===== config.mk =====
export PLATFORM = sky130hd
export DESIGN_NAME = information_frame_stuffing_framer_flat
export DESIGN_NICKNAME = d
export VERILOG_FILES = /design/src/rtl/core/ifsf_pkg.sv /design/src/rtl/core/ifsf_if.sv /design/src/rtl/core/ifsf_front.sv /design/src/rtl/core/ifsf_queue.sv /design/src/rtl/core/ifsf_back.sv /design/src/rtl/core/information_frame_stuffing_framer.sv /design/src/flat_wrapper.sv
export SDC_FILE = /design/constraint.sdc
export NUM_CORES = 1
export LEC_CHECK = 0
export ABC_AREA = 0
export ABC_CLOCK_PERIOD_IN_PS = 3100
export BUFFER_PORTS_ARGS = -buffer_cell sky130_fd_sc_hd__buf_2
export CORE_MARGIN = 2
export CORE_UTILIZATION = 61
export CTS_CLUSTER_SIZE = 14
export DETAILED_ROUTE_END_ITERATION = 12
export PLACE_DENSITY = 0.8
export SLEW_MARGIN = 0
export SYNTH_ARGS = -nofsm -noshare
export SYNTH_HDL_FRONTEND = slang
export SYNTH_SLANG_ARGS = --single-unit

===== constraint.sdc =====
create_clock -name clk_i -period 3.1 [get_ports clk_i]
set_input_delay 0.155 -clock clk_i [delete_from_list [all_inputs] [get_ports clk_i]]
set_output_delay 0.155 -clock clk_i [all_outputs]
set_load 0.1 [all_outputs]

===== src/rtl/core/ifsf_pkg.sv =====
// Package for the information frame stuffing framer.
// Holds the queue entry type, config struct, sequencer phases and register indexes.
// No dependencies.
package ifsf_pkg;

  localparam int unsigned QUEUE_DEPTH = 2;
  localparam int unsigned CFG_IDX_W   = 3;

  localparam logic [7:0] FLAG_RST   = 8'h7E;
  localparam logic [7:0] ESCAPE_RST = 8'h7D;
  localparam logic [7:0] MASK_RST   = 8'h20;
  localparam logic [7:0] ADDR_RST   = 8'h03;
  localparam logic [7:0] CTRL0_RST  = 8'h00;
  localparam logic [7:0] CTRL1_RST  = 8'h40;

  typedef enum logic [CFG_IDX_W-1:0] {
    REG_FLAG   = 3'd0,
    REG_ESCAPE = 3'd1,
    REG_MASK   = 3'd2,
    REG_ADDR   = 3'd3,
    REG_CTRL0  = 3'd4,
    REG_CTRL1  = 3'd5
  } cfg_idx_e;

  typedef struct packed {
    logic [7:0] flag_byte;
    logic [7:0] escape_byte;
    logic [7:0] xor_mask;
    logic [7:0] address_byte;
    logic [7:0] control_seq_zero;
    logic [7:0] control_seq_one;
  } cfg_t;

  // One classified payload byte, as handed from front to back.
  typedef struct packed {
    logic [7:0] data_byte;
    logic       last;    // closes the frame
    logic       hdr;     // opens a frame, header goes first
    logic       seq;     // sequence bit, meaningful with hdr
    logic [7:0] parity;  // frame parity including this byte
  } job_t;

  typedef enum logic [3:0] {
    PH_START,
    PH_HDR_FLAG,
    PH_HDR_ADDR,
    PH_HDR_CTRL,
    PH_HDR_CHK,
    PH_DATA,
    PH_DATA_ESC,
    PH_PAR,
    PH_PAR_ESC,
    PH_CLOSE
  } phase_e;

endpackage


===== src/rtl/core/ifsf_if.sv =====
// Stream and configuration channel interfaces of the framer.
// Valid/ready handshake; no package dependency.
interface ifsf_in_if;
  logic       valid;
  logic       ready;
  logic [7:0] data_byte;
  logic       end_of_payload;
  logic       frame_sequence;

  modport source (output valid, data_byte, end_of_payload, frame_sequence, input ready);
  modport sink   (input valid, data_byte, end_of_payload, frame_sequence, output ready);
endinterface

interface ifsf_out_if;
  logic       valid;
  logic       ready;
  logic [7:0] out_byte;
  logic       run_last;
  logic       frame_end;

  modport source (output valid, out_byte, run_last, frame_end, input ready);
  modport sink   (input valid, out_byte, run_last, frame_end, output ready);
endinterface

interface ifsf_cfg_if;
  logic       valid;
  logic       ready;
  logic [2:0] index;
  logic [7:0] data;

  modport source (output valid, index, data, input ready);
  modport sink   (input valid, index, data, output ready);
endinterface


===== src/rtl/core/ifsf_front.sv =====
// Front end: accepts payload bytes, tracks frame state and running parity.
// Depends on ifsf_pkg.
module ifsf_front (
  input  logic                clk_i,
  input  logic                rst_ni,
  input  logic                in_valid_i,
  output logic                in_ready_o,
  input  logic [7:0]          data_byte_i,
  input  logic                end_of_payload_i,
  input  logic                frame_sequence_i,
  output logic                push_o,
  input  logic                full_i,
  output ifsf_pkg::job_t      job_o
);
  import ifsf_pkg::*;

  logic       inside_q, inside_d;
  logic [7:0] parity_q, parity_d;
  logic [7:0] par_new;

  assign in_ready_o = !full_i;
  assign push_o     = in_valid_i && !full_i;
  assign par_new    = (inside_q ? parity_q : 8'h00) ^ data_byte_i;

  always_comb begin
    job_o.data_byte = data_byte_i;
    job_o.last      = end_of_payload_i;
    job_o.hdr       = !inside_q;
    job_o.seq       = frame_sequence_i;
    job_o.parity    = par_new;
  end

  always_comb begin
    inside_d = inside_q;
    parity_d = parity_q;
    if (push_o) begin
      inside_d = !end_of_payload_i;
      parity_d = end_of_payload_i ? 8'h00 : par_new;
    end
  end

  always_ff @(posedge clk_i or negedge rst_ni) begin
    if (!rst_ni) begin
      inside_q <= 1'b0;
      parity_q <= 8'h00;
    end else begin
      inside_q <= inside_d;
      parity_q <= parity_d;
    end
  end

endmodule


===== src/rtl/core/ifsf_queue.sv =====
// Small FIFO of classified jobs between front and back.
// Depends on ifsf_pkg.
module ifsf_queue #(
  parameter int unsigned Depth = ifsf_pkg::QUEUE_DEPTH
) (
  input  logic           clk_i,
  input  logic           rst_ni,
  input  logic           push_i,
  input  ifsf_pkg::job_t push_job_i,
  output logic           full_o,
  output logic           head_valid_o,
  output ifsf_pkg::job_t head_job_o,
  input  logic           pop_i
);
  import ifsf_pkg::*;

  localparam int unsigned PtrW = (Depth > 1) ? $clog2(Depth) : 1;
  localparam int unsigned CntW = $clog2(Depth + 1);
  localparam logic [PtrW-1:0] PtrLast = PtrW'(Depth - 1);
  localparam logic [CntW-1:0] CntFull = CntW'(Depth);

  job_t            mem_q [Depth];
  logic [PtrW-1:0] wr_q, wr_d, rd_q, rd_d;
  logic [CntW-1:0] cnt_q, cnt_d;

  assign full_o       = (cnt_q == CntFull);
  assign head_valid_o = (cnt_q != '0);
  assign head_job_o   = mem_q[rd_q];

  always_comb begin
    wr_d  = wr_q;
    rd_d  = rd_q;
    cnt_d = cnt_q;
    if (push_i) begin
      wr_d = (wr_q == PtrLast) ? '0 : wr_q + 1'b1;
    end
    if (pop_i) begin
      rd_d = (rd_q == PtrLast) ? '0 : rd_q + 1'b1;
    end
    if (push_i && !pop_i) begin
      cnt_d = cnt_q + 1'b1;
    end else if (!push_i && pop_i) begin
      cnt_d = cnt_q - 1'b1;
    end
  end

  always_ff @(posedge clk_i) begin
    if (push_i) begin
      mem_q[wr_q] <= push_job_i;
    end
  end

  always_ff @(posedge clk_i or negedge rst_ni) begin
    if (!rst_ni) begin
      wr_q  <= '0;
      rd_q  <= '0;
      cnt_q <= '0;
    end else begin
      wr_q  <= wr_d;
      rd_q  <= rd_d;
      cnt_q <= cnt_d;
    end
  end

endmodule


===== src/rtl/core/ifsf_back.sv =====
// Back end: byte sequencer for header, stuffing, parity and closing flag,
// with a registered output stage. Depends on ifsf_pkg.
module ifsf_back (
  input  logic           clk_i,
  input  logic           rst_ni,
  input  ifsf_pkg::cfg_t cfg_i,
  input  logic           head_valid_i,
  input  ifsf_pkg::job_t head_job_i,
  output logic           pop_o,
  output logic           out_valid_o,
  input  logic           out_ready_i,
  output logic [7:0]     out_byte_o,
  output logic           run_last_o,
  output logic           frame_end_o
);
  import ifsf_pkg::*;

  phase_e     phase_q, phase_d, eff;
  logic       load;
  logic [7:0] ctrl;
  logic       d_stuff, p_stuff;
  logic [7:0] byte_c;
  logic       done_c, fend_c;

  logic       out_valid_q, out_valid_d;
  logic [7:0] out_byte_q;
  logic       run_last_q, frame_end_q;

  assign ctrl    = head_job_i.seq ? cfg_i.control_seq_one : cfg_i.control_seq_zero;
  assign d_stuff = (head_job_i.data_byte == cfg_i.flag_byte) ||
                   (head_job_i.data_byte == cfg_i.escape_byte);
  assign p_stuff = (head_job_i.parity == cfg_i.flag_byte) ||
                   (head_job_i.parity == cfg_i.escape_byte);
  assign eff     = (phase_q == PH_START) ? (head_job_i.hdr ? PH_HDR_FLAG : PH_DATA) : phase_q;
  assign load    = head_valid_i && (!out_valid_q || out_ready_i);
  assign pop_o   = load && done_c;

  // byte produced in the current phase
  always_comb begin
    byte_c = 8'h00;
    done_c = 1'b0;
    fend_c = 1'b0;
    unique case (eff)
      PH_HDR_FLAG: byte_c = cfg_i.flag_byte;
      PH_HDR_ADDR: byte_c = cfg_i.address_byte;
      PH_HDR_CTRL: byte_c = ctrl;
      PH_HDR_CHK:  byte_c = cfg_i.address_byte ^ ctrl;
      PH_DATA: begin
        byte_c = d_stuff ? cfg_i.escape_byte : head_job_i.data_byte;
        done_c = !d_stuff && !head_job_i.last;
      end
      PH_DATA_ESC: begin
        byte_c = head_job_i.data_byte ^ cfg_i.xor_mask;
        done_c = !head_job_i.last;
      end
      PH_PAR:     byte_c = p_stuff ? cfg_i.escape_byte : head_job_i.parity;
      PH_PAR_ESC: byte_c = head_job_i.parity ^ cfg_i.xor_mask;
      PH_CLOSE: begin
        byte_c = cfg_i.flag_byte;
        done_c = 1'b1;
        fend_c = 1'b1;
      end
      default: begin
        byte_c = 8'h00;
        done_c = 1'b0;
        fend_c = 1'b0;
      end
    endcase
  end

  // phase advance, once per loaded byte
  always_comb begin
    phase_d = phase_q;
    if (load) begin
      unique case (eff)
        PH_HDR_FLAG: phase_d = PH_HDR_ADDR;
        PH_HDR_ADDR: phase_d = PH_HDR_CTRL;
        PH_HDR_CTRL: phase_d = PH_HDR_CHK;
        PH_HDR_CHK:  phase_d = PH_DATA;
        PH_DATA: begin
          if (d_stuff) begin
            phase_d = PH_DATA_ESC;
          end else begin
            phase_d = head_job_i.last ? PH_PAR : PH_START;
          end
        end
        PH_DATA_ESC: phase_d = head_job_i.last ? PH_PAR : PH_START;
        PH_PAR:      phase_d = p_stuff ? PH_PAR_ESC : PH_CLOSE;
        PH_PAR_ESC:  phase_d = PH_CLOSE;
        default:     phase_d = PH_START;
      endcase
    end
  end

  always_comb begin
    out_valid_d = out_valid_q;
    if (load) begin
      out_valid_d = 1'b1;
    end else if (out_ready_i) begin
      out_valid_d = 1'b0;
    end
  end

  always_ff @(posedge clk_i or negedge rst_ni) begin
    if (!rst_ni) begin
      phase_q     <= PH_START;
      out_valid_q <= 1'b0;
    end else begin
      phase_q     <= phase_d;
      out_valid_q <= out_valid_d;
    end
  end

  always_ff @(posedge clk_i) begin
    if (load) begin
      out_byte_q  <= byte_c;
      run_last_q  <= done_c;
      frame_end_q <= fend_c;
    end
  end

  assign out_valid_o = out_valid_q;
  assign out_byte_o  = out_byte_q;
  assign run_last_o  = run_last_q;
  assign frame_end_o = frame_end_q;

endmodule


===== src/rtl/core/information_frame_stuffing_framer.sv =====
// Information frame stuffing framer, top level.
// Path: an accepted byte is written into the queue, and its first result is then
// loaded into the output register of the back end.
// Throughput: back sequencer, one line byte per cycle while line_o is ready;
// an item is 1 to 9 bytes (header 4, payload 1-2, parity 1-2, closing flag 1).
// Reset: async active low; no frame open, parity zero, registers at defaults.
module information_frame_stuffing_framer #(
  parameter int unsigned QueueDepth = ifsf_pkg::QUEUE_DEPTH
) (
  input  logic       clk_i,
  input  logic       rst_ni,
  ifsf_in_if.sink    item_i,
  ifsf_cfg_if.sink   cfg_i,
  ifsf_out_if.source line_o
);
  import ifsf_pkg::*;

  cfg_t cfg_q;
  job_t push_job, head_job;
  logic push, full, head_valid, pop;

  // Config writes are always taken; unknown indexes fall through.
  assign cfg_i.ready = 1'b1;

  always_ff @(posedge clk_i or negedge rst_ni) begin
    if (!rst_ni) begin
      cfg_q.flag_byte        <= FLAG_RST;
      cfg_q.escape_byte      <= ESCAPE_RST;
      cfg_q.xor_mask         <= MASK_RST;
      cfg_q.address_byte     <= ADDR_RST;
      cfg_q.control_seq_zero <= CTRL0_RST;
      cfg_q.control_seq_one  <= CTRL1_RST;
    end else if (cfg_i.valid) begin
      unique case (cfg_i.index)
        REG_FLAG:   cfg_q.flag_byte        <= cfg_i.data;
        REG_ESCAPE: cfg_q.escape_byte      <= cfg_i.data;
        REG_MASK:   cfg_q.xor_mask         <= cfg_i.data;
        REG_ADDR:   cfg_q.address_byte     <= cfg_i.data;
        REG_CTRL0:  cfg_q.control_seq_zero <= cfg_i.data;
        REG_CTRL1:  cfg_q.control_seq_one  <= cfg_i.data;
        default: ;
      endcase
    end
  end

  // Front: frame state and parity, one transfer per cycle while the queue has room.
  ifsf_front u_front (
    .clk_i            (clk_i),
    .rst_ni           (rst_ni),
    .in_valid_i       (item_i.valid),
    .in_ready_o       (item_i.ready),
    .data_byte_i      (item_i.data_byte),
    .end_of_payload_i (item_i.end_of_payload),
    .frame_sequence_i (item_i.frame_sequence),
    .push_o           (push),
    .full_i           (full),
    .job_o            (push_job)
  );

  // Decoupling queue: the front keeps taking bytes while the back expands one.
  ifsf_queue #(
    .Depth (QueueDepth)
  ) u_queue (
    .clk_i        (clk_i),
    .rst_ni       (rst_ni),
    .push_i       (push),
    .push_job_i   (push_job),
    .full_o       (full),
    .head_valid_o (head_valid),
    .head_job_o   (head_job),
    .pop_i        (pop)
  );

  // Back: emits header, stuffed payload, stuffed parity and closing flag.
  ifsf_back u_back (
    .clk_i        (clk_i),
    .rst_ni       (rst_ni),
    .cfg_i        (cfg_q),
    .head_valid_i (head_valid),
    .head_job_i   (head_job),
    .pop_o        (pop),
    .out_valid_o  (line_o.valid),
    .out_ready_i  (line_o.ready),
    .out_byte_o   (line_o.out_byte),
    .run_last_o   (line_o.run_last),
    .frame_end_o  (line_o.frame_end)
  );

endmodule

===== src/flat_wrapper.sv =====
// flat-port wrapper written by rule: the top's interface ports become plain ports
module information_frame_stuffing_framer_flat import ifsf_pkg::*;
#(
  parameter int unsigned QueueDepth = ifsf_pkg::QUEUE_DEPTH
)
  (clk_i, rst_ni, item_i_valid, item_i_data_byte, item_i_end_of_payload, item_i_frame_sequence, item_i_ready, cfg_i_valid, cfg_i_index, cfg_i_data, cfg_i_ready, line_o_valid, line_o_out_byte, line_o_run_last, line_o_frame_end, line_o_ready);
  ifsf_in_if item_i_i ();
  ifsf_cfg_if cfg_i_i ();
  ifsf_out_if line_o_i ();
  input  logic clk_i;
  input  logic rst_ni;
  input wire logic [$bits(item_i_i.valid)-1:0] item_i_valid;
  input wire logic [$bits(item_i_i.data_byte)-1:0] item_i_data_byte;
  input wire logic [$bits(item_i_i.end_of_payload)-1:0] item_i_end_of_payload;
  input wire logic [$bits(item_i_i.frame_sequence)-1:0] item_i_frame_sequence;
  output wire logic [$bits(item_i_i.ready)-1:0] item_i_ready;
  input wire logic [$bits(cfg_i_i.valid)-1:0] cfg_i_valid;
  input wire logic [$bits(cfg_i_i.index)-1:0] cfg_i_index;
  input wire logic [$bits(cfg_i_i.data)-1:0] cfg_i_data;
  output wire logic [$bits(cfg_i_i.ready)-1:0] cfg_i_ready;
  output wire logic [$bits(line_o_i.valid)-1:0] line_o_valid;
  output wire logic [$bits(line_o_i.out_byte)-1:0] line_o_out_byte;
  output wire logic [$bits(line_o_i.run_last)-1:0] line_o_run_last;
  output wire logic [$bits(line_o_i.frame_end)-1:0] line_o_frame_end;
  input wire logic [$bits(line_o_i.ready)-1:0] line_o_ready;
  assign item_i_i.valid = item_i_valid;
  assign item_i_i.data_byte = item_i_data_byte;
  assign item_i_i.end_of_payload = item_i_end_of_payload;
  assign item_i_i.frame_sequence = item_i_frame_sequence;
  assign item_i_ready = item_i_i.ready;
  assign cfg_i_i.valid = cfg_i_valid;
  assign cfg_i_i.index = cfg_i_index;
  assign cfg_i_i.data = cfg_i_data;
  assign cfg_i_ready = cfg_i_i.ready;
  assign line_o_valid = line_o_i.valid;
  assign line_o_out_byte = line_o_i.out_byte;
  assign line_o_run_last = line_o_i.run_last;
  assign line_o_frame_end = line_o_i.frame_end;
  assign line_o_i.ready = line_o_ready;
  information_frame_stuffing_framer #(.QueueDepth(QueueDepth)) u_core (.clk_i(clk_i), .rst_ni(rst_ni), .item_i(item_i_i), .cfg_i(cfg_i_i), .line_o(line_o_i));
endmodule

==> summary.md <==
| Metric | Value |
|---|---|
| Hold Crit Class | `input pin to flip-flop` |
| Relative max-transition margin | `0.3762` |
| Min Clock Period, post-route | `2.955 ns` |
| Vias per std cell | `6.015` |
| CP Max Fanout | `15` |
| Htree depth | `4` |
| Leak | `2.650 nW` |
| Max cap viols | `0` |
| Ys flop type | `dfrtp_1` |
| Total track usage | `0.2734` |
| Nets | `551` |
| Top Metal Used | `met4` |
| Initial antenna violation count | `0` |
| Number of max-slew violations in the final report | `0` |
| Sequential share of the synthesized area | `0.5337` |
| R2R setup slack | `0.15 ns` |
| Slew @ Worst Pin | `0.9356 ns` |
| Setup violations, final | `0` |
| Die Span X | `101.8 µm` |
| Share of layout cells above drive strength 1 | `0.3259` |
| Final wirelength | `13.10 mm` |
| Pwr Density | `1040 mW/mm²` |
| Max Root-Sink Buffers | `2` |
| Syn_nets | `476` |
| Starting Density | `0.6313` |
| Max Fclk | `0.3384 GHz` |
| Synth-to-layout area growth | `18.21%` |
| Most frequent cells in the layout | `mux2_2 (63), dfrtp_1 (49), nand2_1 (48), edfxtp_1 (48), xnor2_1 (44)` |
| Distinct cells, synth | `52` |
| Final period utilization | `0.9531` |
| Final ANT Viol Nets | `0` |
| Fin Setup TNS | `0 ns` |
| GRT overflow | `0` |
| Gpl congestion | `0.8583` |
| Mapped Area | `0.005833 mm²` |
| Postcts setup bufs | `0` |
| CTS tree | `done` |
| Cells after synthesis | `449` |
| Clk sink count | `114` |
| TritonRoute pass-1 iters | `5` |
| DIE HEIGHT | `101.8 µm` |
| Crit path launch type | `flip-flop` |
| Met2 wire len | `6.755 mm` |
| Mean Syn Cell Area | `12.99 µm²` |
| Wire length per cell | `19.67 µm` |
| Worst EP required | `3.36 ns` |
| Latest clock arrival within the worst-skew pair | `0.52 ns` |
| First-pass GRT wire length | `21.03 mm` |
| Port Buffers | `37` |
| Status | `completed` |
| R2R depth | `7` |
| Critical Path AT | `3.21 ns` |
| Cts bufs inserted | `17` |
| Post-route insts no fill | `666` |
| CP startpoint | `u_core.u_queue.rd_q` |
| Max VDD drop | `754.6 µV` |
| Initial DRC Count | `279` |
| Clock root buffer | `clkbuf_8` |
| DRC Markers | `0` |
| Rows | `35` |
| Clock Skews | `0.01156 ns` |
| Terminus of the critical flop-to-flop path | `u_core.u_back.out_byte_o[7]` |
| DP Cell Count | `614` |
| Clock transition at the registers of the reported paths | `0.05 ns` |
| Yosys warning count | `0` |
| WL met3 | `660 µm` |
| Tot Pwr | `7.170 mW` |
| Critical Path Sink | `u_core.u_back.out_byte_o[7]` |
| R2R Path Start | `u_core.u_queue.rd_q` |
| CORE AREA | `0.009240 mm²` |
| Share of flip-flops with an asynchronous set or reset | `0.5789` |
| Diodes inserted | `0` |
| RSZ-0062 raised after global routing | `false` |
| Most common cell after layout, fill and taps aside | `mux2_2` |
| Number of synthesized flops with an enable pin | `48` |
| Via count | `4,006` |
| Vias in the first global route | `4,158` |
| #FFs+latches synth | `114` |
| Top Ports | `39` |
| Hold Vio Cnt, Final | `0` |
| CP endpoint kind | `flip-flop` |
| Die footprint | `0.01036 mm²` |
| Wire length on met1 | `5.446 mm` |
| HPWL Detailed | `8.896 mm` |
| Largest net degree at the start of global routing | `35` |
| Critical path class | `flip-flop to flip-flop` |
[routing by layer]
metal	vias up	global-route usage
li1	1825	-
met1	2037	0.3393
met2	124	0.4661
met3	20	0.06694
met4	0	0.09875
met5	-	0
[sequential cells by signal, indices dropped and copies added (netlist names)]
name	flops
u_core.cfg_q	48
u_core.u_queue.mem_q	38
u_core.u_back.out_byte_o	8
u_core.u_front.parity_q	8
u_core.u_back.phase_q	4
u_core.u_queue.cnt_q	2
u_core.u_back.frame_end_o	1
u_core.u_back.out_valid_o	1
u_core.u_back.run_last_o	1
u_core.u_front.inside_q	1
u_core.u_queue.rd_q	1
u_core.u_queue.wr_q	1
[cell families after synthesis]
| group | count (synthesis) | synth area share |
|---|---|---|
| AO/OA/AOI/OAI | 62 | 0.08473 |
| XOR/XNOR | 54 | 0.08108 |
| adder cells (fa/ha/maj) | 1 | 0.002145 |
| buffers and inverters | 18 | 0.01652 |
| flip-flops | 114 | 0.5337 |
| multiplexers | 91 | 0.1855 |
| other | 1 | 0.0006429 |
| AND/OR/NAND/NOR | 108 | 0.09567 |
[power by group]
part,internal [mW],total (mW),switching (mW),leakage [nW]
clock,0.963,1.62,0.661,0.239
sequential,2.15,2.59,0.433,1.23
combinational,1.17,2.96,1.79,1.18
total,4.28,7.17,2.89,2.65
[through the flow]
stage	hold WS [ns]	util	cell area [µm²]	worst slack [ns]
after floorplan	-0.1406	-	5833	0.1623
after global placement	0.2907	0.6708	6198	0.2921
after detailed placement	0.3033	0.6708	6198	0.2416
after CTS	0.1786	0.7460	6893	0.1132
after global routing	0.1953	0.7462	6895	0.01940
final	0.1986	0.7462	6895	0.1453
[area by class of cell]
| type | instances | area (µm²) |
|---|---|---|
| clock buffer | 20 | 425.4 |
| clock inverter | 12 | 68.82 |
| fill | 610 | 2345 |
| sequential | 114 | 3117 |
| multi-input combinational | 317 | 2629 |
| tap | 129 | 161.4 |
| timing repair buffer | 69 | 475.5 |
| inverter | 5 | 18.77 |
[timing repair]
item / in CTS / in global routing
endpoints found under the setup margin: 0 / 2
hold buffers: 20 / 0
endpoints found under the hold margin: 94 / 0
resized for setup: 0 / 1
[synth_stat cells (2+ instances only)]
cell | count | area share
mux2i_4 | 6 | 0.023
o2111ai_1 | 7 | 0.011
nand4b_1 | 2 | 0.0030
a22o_1 | 8 | 0.012
mux2_2 | 63 | 0.12
clkbuf_1 | 9 | 0.0058
dfstp_2 | 16 | 0.072
xor2_1 | 10 | 0.015
nor3b_1 | 2 | 0.0026
dfrtp_1 | 50 | 0.21
nand2_1 | 48 | 0.031
mux2i_1 | 12 | 0.021
nand3b_1 | 7 | 0.0090
edfxtp_1 | 48 | 0.25
a21oi_1 | 6 | 0.0051
a222oi_1 | 7 | 0.012
nor3_1 | 7 | 0.0060
xnor2_1 | 44 | 0.066
mux2i_2 | 2 | 0.0047
nand2b_1 | 4 | 0.0043
nand2_2 | 2 | 0.0021
nor4_2 | 4 | 0.0086
inv_1 | 5 | 0.0032
a21o_1 | 3 | 0.0039
nor2_1 | 19 | 0.012
nand3_1 | 2 | 0.0017
o21ai_0 | 4 | 0.0034
and3_1 | 2 | 0.0021
nor4_1 | 5 | 0.0054
mux2_1 | 8 | 0.015
o21ai_1 | 10 | 0.0086
a221o_1 | 7 | 0.012
[worst min path at each step]
stage	start	to	slack, ns	depth (start not counted)
global placement	rst_ni	u_core.cfg_q[28]	0.29	1
floorplan	rst_ni	u_core.cfg_q[0]	-0.14	0
detailed placement	rst_ni	u_core.cfg_q[28]	0.30	1
finish	cfg_i_index[1]	u_core.cfg_q[39]	0.20	3
global route	cfg_i_index[1]	u_core.cfg_q[39]	0.20	3
CTS	cfg_i_index[1]	u_core.cfg_q[34]	0.18	3
[worst max-delay path, cell delays in order (launching register included)]
cell,delay (ns)
dfrtp_4,0.57
buf_4,0.32
mux2i_1,0.37
nor2_1,0.07
o21a_1,0.30
a222oi_1,0.53
o2111ai_1,0.21
a221o_1,0.32
No activity file was read; power rests on OpenSTA's default activity.
